`src/sv/imp_pkg.sv`:
```
// ----------------------------------------------------------------------------
// imp_pkg: shared types and codes for the indexed max priority table
// Operation and status codes, beat structs and the front-to-back request.
// ----------------------------------------------------------------------------
package imp_pkg;

  typedef enum logic [1:0] {
    OP_INSERT = 2'd0,
    OP_RAISE  = 2'd1,
    OP_REMOVE = 2'd2,
    OP_QUERY  = 2'd3
  } op_e;

  typedef enum logic [2:0] {
    ST_OK        = 3'd0,
    ST_EMPTY     = 3'd1,
    ST_NOT_FOUND = 3'd2,
    ST_FULL      = 3'd3,
    ST_DUPLICATE = 3'd4
  } status_e;

  typedef struct packed {
    logic [1:0]  operation;
    logic [31:0] entry_id;
    logic [15:0] amount;
  } in_beat_t;

  typedef struct packed {
    logic [2:0]  status;
    logic [31:0] top_id;
  } out_beat_t;

  // request passed from front to back: decoded op plus payload
  typedef struct packed {
    op_e         op;
    logic [31:0] entry_id;
    logic [15:0] amount;
  } req_t;

endpackage

```
`src/sv/imp_front.sv`:
```
// ----------------------------------------------------------------------------
// imp_front: input stage and request queue
// Classifies incoming beats and holds them in a two-entry queue for the back.
// ----------------------------------------------------------------------------
module imp_front (
  input  logic               clk_i,
  input  logic               rst_ni,
  input  logic               push_i,
  input  imp_pkg::in_beat_t  in_i,
  output logic               full_o,
  output logic               req_valid_o,
  output imp_pkg::req_t      req_o,
  input  logic               req_take_i
);

  imp_pkg::req_t slot_q [2];
  logic          rd_ptr_q, wr_ptr_q;
  logic [1:0]    cnt_q;
  logic          do_push, do_pop;
  imp_pkg::req_t req_in;

  always_comb begin
    req_in.op       = imp_pkg::op_e'(in_i.operation);
    req_in.entry_id = in_i.entry_id;
    req_in.amount   = in_i.amount;
  end

  assign full_o      = cnt_q[1];
  assign do_push     = push_i && !full_o;
  assign req_valid_o = cnt_q != 2'd0;
  assign do_pop      = req_take_i && req_valid_o;
  assign req_o       = slot_q[rd_ptr_q];

  always_ff @(posedge clk_i) begin
    if (do_push) begin
      slot_q[wr_ptr_q] <= req_in;
    end
  end

  always_ff @(posedge clk_i or negedge rst_ni) begin
    if (!rst_ni) begin
      rd_ptr_q <= 1'b0;
      wr_ptr_q <= 1'b0;
      cnt_q    <= 2'd0;
    end else begin
      if (do_push) wr_ptr_q <= ~wr_ptr_q;
      if (do_pop)  rd_ptr_q <= ~rd_ptr_q;
      cnt_q <= cnt_q + {1'b0, do_push} - {1'b0, do_pop};
    end
  end

  assert property (@(posedge clk_i) disable iff (!rst_ni) cnt_q != 2'd3)
    else $error("request queue count out of range");
  assert property (@(posedge clk_i) disable iff (!rst_ni)
    (cnt_q == 2'd2 && !do_pop) |=> full_o)
    else $error("queue lost full state");
  assert property (@(posedge clk_i) disable iff (!rst_ni)
    (cnt_q == 2'd0 && do_push) |=> req_valid_o)
    else $error("pushed beat not visible");

endmodule

```
`config.mk`:
```
export PLATFORM = sky130hd
export DESIGN_NAME = imp_front
export DESIGN_NICKNAME = d
export VERILOG_FILES = /design/src/sv/imp_pkg.sv /design/src/sv/imp_front.sv
export SDC_FILE = /design/constraint.sdc
export NUM_CORES = 1
export LEC_CHECK = 0
export BUFFER_PORTS_ARGS = -buffer_cell sky130_fd_sc_hd__buf_2
export CAP_MARGIN = 10
export CORE_MARGIN = 10
export CORE_UTILIZATION = 47
export DETAILED_ROUTE_END_ITERATION = 6
export GPL_TIMING_DRIVEN = 0
export HOLD_SLACK_MARGIN = 0.03
export PLACE_DENSITY = 0.85
export RECOVER_POWER = 100
export SYNTH_ARGS = -nofsm -noshare
export SYNTH_HDL_FRONTEND = slang
export SYNTH_SLANG_ARGS = --single-unit
```
`constraint.sdc`:
```
create_clock -name clk_i -period 3 [get_ports clk_i]
set_input_delay 0.15 -clock clk_i [delete_from_list [all_inputs] [get_ports clk_i]]
set_output_delay 0.15 -clock clk_i [all_outputs]
set_load 0.02 [all_outputs]
```
* After elaboration in Yosys (flattened, before gate mapping)
Memories as Yosys holds them, arrays and structs flattened.
Cells that the tools add are included.
** Word-level totals
- Memories kept :: 1
- Memory bits (writable) :: 100
- Register bits :: 4
- Logic and storage cells :: 14
** Memories
- slot_q :: depth 2, bits a word 50, read ports 1, clocked after Yosys merged registers in 0, wr ports 1, line imp_front.sv:16 : imp_pkg::req_t slot_q [2];
** Cells by class
- Reductions and logical operators :: 4
- Bitwise gates (word level) :: 2
- Muxes and demuxes :: 2
- $add $sub $neg :: 2
** Operators with widths (count)
- adder 2 x 1 -> 2 bit :: 1
- logical AND 1 bit :: 2
- two-way mux 1 bit :: 2
- NOT 1 bit :: 2
- nonzero test 2 bit :: 1
- subtractor 2 x 1 -> 2 bit :: 1
- zero test 1 bit :: 1

* Logic depth before layout (Yosys ltp)
- Word-level depth :: 4
- Mapped depth :: 5
- Mapped depth without buffers :: 5

* Worst setup path after synthesis
OpenSTA, ideal clock, no wires.
- Path type :: register -> register
- Start :: register cnt_q[1]
- End :: memory slot_q[0][0] (netlist name) (enable)
- Stages on the path, launching flop included :: 3
- Period minus slack after synthesis :: 3.241 ns
- Required time :: 2.542 ns
- Slack :: -0.241 ns
- Library setup time :: 0.458 ns
- Buffers on the path :: 0
- Arrival time :: 2.783 ns
- Cells stage by stage :: dfrtp_1 nand2b_4 nor2_1
** Between the ends
- Longest elaborated chain between the ends :: 4
** RTL lines
- start, declared :: line imp_front.sv:18 : logic [1:0] cnt_q;
- start signal, assigned :: line imp_front.sv:48 : cnt_q <= cnt_q + {1'b0, do_push} - {1'b0, do_pop};
- zero test 1 bit :: line imp_front.sv:29 : assign do_push = push_i && !full_o;
- logical AND 1 bit :: line imp_front.sv:29
- two-way mux 1 bit :: line imp_front.sv:35 : if (do_push) begin
- two-way mux 1 bit (implied by the code) :: line imp_front.sv:36 : slot_q[wr_ptr_q] <= req_in;
- end, declared :: line imp_front.sv:16
Every way passes these cells.

==> metrics.txt <==
# TYPE chip_impl_metric gauge
chip_impl_metric{name="layout.nets",unit=""} 400
chip_impl_metric{name="power_density",unit="nW/um^2"} 909
chip_impl_metric{name="num_vias",unit=""} 2094
chip_impl_metric{name="cts.htree.levels",unit=""} 3
chip_impl_info{name="synth_area_leaders",value="sky130_fd_sc_hd__edfxtp_1 74%, sky130_fd_sc_hd__mux2_4 18%, sky130_fd_sc_hd__buf_12 2.5%"} 1
chip_impl_metric{name="initial_core_utilization",unit=""} 0.489
chip_impl_metric{name="final_design_area_no_fill",unit="um^2"} 5420
chip_impl_metric{name="synthToLayoutAreaGrowth",unit="%"} 33.0
chip_impl_info{name="critical_path.startpoint_type",value="flip-flop"} 1
chip_impl_metric{name="sequential_cell_area",unit="um^2"} 3100
chip_impl_metric{name="yosysUniqueCellTypes",unit=""} 18
chip_impl_info{name="critPathTopFamily",value="buffers and inverters"} 1
chip_impl_metric{name="cts_made_buffers",unit=""} 9
chip_impl_metric{name="floorplan.die.height",unit="um"} 113
chip_impl_metric{name="worst-endpoint-arrival",unit="ns"} 1.98
chip_impl_metric{name="wire_length_of_the_first_global_routing_pass",unit="um"} 12400
chip_impl_metric{name="accumulated_negative_setup_slack",unit="ns"} 0
chip_impl_metric{name="power.combinational.fraction",unit=""} 0.392
chip_impl_metric{name="postCtsSetupBuffers",unit=""} 0
chip_impl_metric{name="drt_wl_total",unit="um"} 7770
chip_impl_metric{name="clockBufferDepth",unit=""} 2
chip_impl_info{name="rsz0062_at_grt",value="no"} 1
chip_impl_metric{name="placementRows",unit=""} 33
chip_impl_metric{name="cpPeakStageDelay",unit="ns"} 0.57
chip_impl_metric{name="timing.clock.skew",unit="ns"} 0.00673
chip_impl_metric{name="fmax",unit="MHz"} 469
chip_impl_metric{name="number_of_synthesized_register_bits",unit=""} 104
chip_impl_metric{name="avgViaCountPerCell",unit=""} 4.62
chip_impl_metric{name="synth-edff-count",unit=""} 100
chip_impl_metric{name="clock_sinks",unit=""} 104
chip_impl_metric{name="drv.max_cap_violation_count",unit=""} 0
chip_impl_metric{name="finalHoldViolCount",unit=""} 0
chip_impl_metric{name="synth_async_sr_flop_share",unit=""} 0.0385
chip_impl_info{name="holdCritPathClass",value="input pin to flip-flop"} 1
chip_impl_metric{name="port_buffers",unit=""} 105
chip_impl_info{name="synth-main-ff-cell",value="sky130_fd_sc_hd__edfxtp_1"} 1
chip_impl_metric{name="worst_setup_hold_path_clk_slew",unit="ns"} 0.09
chip_impl_metric{name="setup_violations",unit=""} 0
chip_impl_metric{name="vias_in_the_first_global_route",unit=""} 2429
chip_impl_metric{name="synthesis.yosys.warnings",unit=""} 0
chip_impl_info{name="grt_most_used_layer",value="met2"} 1
chip_impl_metric{name="globalRouteMet1Util",unit=""} 0.121
chip_impl_metric{name="layout_worst_path_cycle_share",unit=""} 0.710
chip_impl_metric{name="cell_internal_pwr",unit="mW"} 3.36
chip_impl_metric{name="timing.final.crit_period",unit="ns"} 2.13
chip_impl_metric{name="detail_route.iter0.violations",unit=""} 65
chip_impl_metric{name="post-synth-top-area-fraction",unit=""} 0.737
chip_impl_metric{name="power_frac_seq",unit=""} 0.413
chip_impl_info{name="timing.critical_path.slowest_stage_cell",value="sky130_fd_sc_hd__clkbuf_1"} 1
chip_impl_metric{name="data_required_time_at_the_worst_endpoint",unit="ns"} 2.85
chip_impl_metric{name="vdd.ir_drop.worst",unit="mV"} 0.517
chip_impl_info{name="crit_type",value="flip-flop to output pin"} 1
chip_impl_metric{name="core_region_area",unit="um^2"} 8340
chip_impl_metric{name="clk_latency",unit="ns"} 0.34
chip_impl_info{name="ctsRootBufferMaster",value="sky130_fd_sc_hd__clkbuf_8"} 1
chip_impl_metric{name="dieArea",unit="um^2"} 12800
chip_impl_info{name="post-synth-top-area-cell",value="sky130_fd_sc_hd__edfxtp_1"} 1
chip_impl_metric{name="pin_count",unit=""} 106
chip_impl_metric{name="syn-instance-count",unit=""} 176
chip_impl_info{name="run_status",value="complete, no violations"} 1
chip_impl_metric{name="worst-slew-pin-transition",unit="ns"} 0.880
chip_impl_metric{name="num-fill-cells",unit=""} 633
chip_impl_info{name="path_cells",value="clkbuf_1, buf_12, mux2_4, clkbuf_1"} 1
chip_impl_metric{name="critical_path_peak_fanout",unit=""} 10
chip_impl_metric{name="place.detailed.hpwl",unit="um"} 5210
chip_impl_metric{name="net-switching-power",unit="mW"} 1.56
chip_impl_metric{name="antenna_left",unit=""} 0
chip_impl_metric{name="max-slew-margin-rel",unit=""} 0.412
chip_impl_metric{name="largest_net_degree_at_the_start_of_global_routing",unit=""} 29
chip_impl_metric{name="critPathBufInv",unit=""} 3
chip_impl_info{name="critPathMostFrequentCell",value="sky130_fd_sc_hd__clkbuf_1"} 1
chip_impl_metric{name="globalRouteMet2Util",unit=""} 0.225
chip_impl_metric{name="sequential_cell_area_fraction_in_the_yosys_report",unit=""} 0.761
chip_impl_metric{name="syn_nets",unit=""} 231
chip_impl_metric{name="post_synth.cell_area_avg",unit="um^2"} 23.2
chip_impl_metric{name="placed_cell_area",unit="um^2"} 4800
chip_impl_metric{name="grt_use_met3",unit=""} 0.0539
chip_impl_metric{name="routabilityCongestion",unit=""} 0.636
chip_impl_info{name="critPathCaptureType",value="output pin"} 1
chip_impl_metric{name="final_core_utilization",unit=""} 0.650
chip_impl_metric{name="dr.pass1.iters",unit=""} 4
chip_impl_metric{name="drt_drc_violations_left",unit=""} 0
chip_impl_metric{name="final-max-slew-violation-count",unit=""} 0
chip_impl_metric{name="die_width",unit="um"} 113
chip_impl_metric{name="power.leakage",unit="nW"} 2.02
chip_impl_metric{name="share_of_final_layout_standard_cells_stronger_than_drive_strength_1",unit=""} 0.279
chip_impl_metric{name="grt_remaining_overflow",unit=""} 0
chip_impl_metric{name="netlist_area",unit="um^2"} 4080
chip_impl_metric{name="total_global_route_track_usage",unit=""} 0.123
chip_impl_metric{name="post_drt_wl_per_cell",unit="um"} 17.1
chip_impl_metric{name="grt_antenna_before_repair",unit=""} 0
chip_impl_metric{name="finalPower",unit="mW"} 4.92
chip_impl_metric{name="multiInputGateArea",unit="um^2"} 865
chip_impl_info{name="tritoncts",value="done"} 1
chip_impl_metric{name="diodes",unit=""} 0
chip_impl_metric{name="power_frac_clock",unit=""} 0.195
chip_impl_metric{name="p_sw_frac",unit=""} 0.317
-- synth_stat cells, types with 2 or more instances --
cell type and count:
sky130_fd_sc_hd__buf_12 5, sky130_fd_sc_hd__dfrtp_1 4, sky130_fd_sc_hd__edfxtp_1 100, sky130_fd_sc_hd__mux2_4 49
sky130_fd_sc_hd__nand2_1 2, sky130_fd_sc_hd__nor2_1 3, sky130_fd_sc_hd__xnor2_1 2
-- per-layer routing --
metal | share of wire | vias up | wire, um
met5 | 0 | - | 0
met4 | 0.010 | 0 | 79
met3 | 0.093 | 9 | 721
met2 | 0.54 | 68 | 4190
met1 | 0.36 | 993 | 2780
li1 | - | 1024 | -
-- metrics by stage --
stage	hold WS, ns	setup WS (ns)	cells
6_report	0.112	0.870	453
5_1_grt	0.127	0.732	453
4_1_cts	0.0935	1.05	453
3_5_place_dp	-0.0329	1.07	388
3_3_place_gp	-0.0423	-1.24	386
2_1_floorplan	-0.146	-0.241	176
-- worst paths after layout --
| path | start | end | slack, ns | cells after the start |
|---|---|---|---|---|
| max in group asynchronous | rst_ni | rd_ptr_q$_DFFE_PN0P_ | 2.60 | 2 |
| setup reg to reg | cnt_q[1]$_DFF_PN0_ | slot_q[1][35]$_DFFE_PP_ | 0.94 | 3 |
| hold reg to reg | cnt_q[0]$_DFF_PN0_ | cnt_q[0]$_DFF_PN0_ | 0.56 | 1 |
| min in group asynchronous | rst_ni | cnt_q[0]$_DFF_PN0_ | 0.19 | 2 |
| hold / removal | req_take_i | rd_ptr_q$_DFFE_PN0P_ | 0.11 | 3 |
| setup / recovery | rd_ptr_q$_DFFE_PN0P_ | req_o[43] | 0.87 | 4 |
-- timing repair --
| action | CTS | global route |
|---|---|---|
| hold buffers | 51 | 0 |
| gates resized for setup | 0 | 0 |
| endpoints found under the hold margin | 104 | 0 |
-- worst reg2reg max path, cell delays in order, from the launching register on --
cell and delay [ns]:
sky130_fd_sc_hd__dfrtp_1 0.47, sky130_fd_sc_hd__nand2b_1 0.31, sky130_fd_sc_hd__nor2_4 0.73, sky130_fd_sc_hd__buf_16 0.25
-- area by class of cell --
class	instances	area share
flip-flops and latches	104	0.573
repair buffers	158	0.183
multi-input cells	65	0.160
well taps	105	0.0242
clock buffers	10	0.0236
plain buffers	6	0.0192
clock inverters	4	0.0175
inverters	1	0.000693
-- flip-flops by register name, indices dropped and copies added (netlist names) --
register,cells
cnt_q,2
slot_q,100
rd_ptr_q,1
wr_ptr_q,1
-- power groups by stage --
stage               clock (mW)  sequential (mW)  combinational (mW)
detailed placement           0             2.07                2.01
floorplan                    0             2.07                1.44
global route              1.06             2.05                2.08
global placement             0             2.08                1.92
CTS                      0.989             2.03                2.06
finish                   0.963             2.03                1.93
-- kinds of logic (layout without fill, tap and decap cells) --
logic type      Yosys count  in the layout  share of synthesized area
xor+xnor                  3              3                    0.00645
flops                   104            104                      0.761
fa+ha+maj                 1              1                    0.00307
compound gates            3              3                    0.00645
mux                      50             50                      0.183
buf+inv                   7            179                     0.0282
simple gates              8              8                     0.0111
-- cell usage in the layout, fill, tap and decap left out, types with 2 or more instances in the layout --
master	synthesis	final
sky130_fd_sc_hd__nand2b_1	1	2
sky130_fd_sc_hd__bufinv_16	0	3
sky130_fd_sc_hd__mux2_4	49	49
sky130_fd_sc_hd__dfrtp_1	4	4
sky130_fd_sc_hd__edfxtp_1	100	100
sky130_fd_sc_hd__buf_12	5	5
sky130_fd_sc_hd__buf_2	0	20
sky130_fd_sc_hd__clkbuf_1	0	82
sky130_fd_sc_hd__xnor2_1	2	2
sky130_fd_sc_hd__buf_16	0	2
sky130_fd_sc_hd__nand2_1	2	2
sky130_fd_sc_hd__nor2_4	0	2
sky130_fd_sc_hd__clkbuf_8	0	9
sky130_fd_sc_hd__clkbuf_2	0	4
sky130_fd_sc_hd__dlygate4sd3_1	0	51
Note: power is estimated with default switching activity, not from simulation.
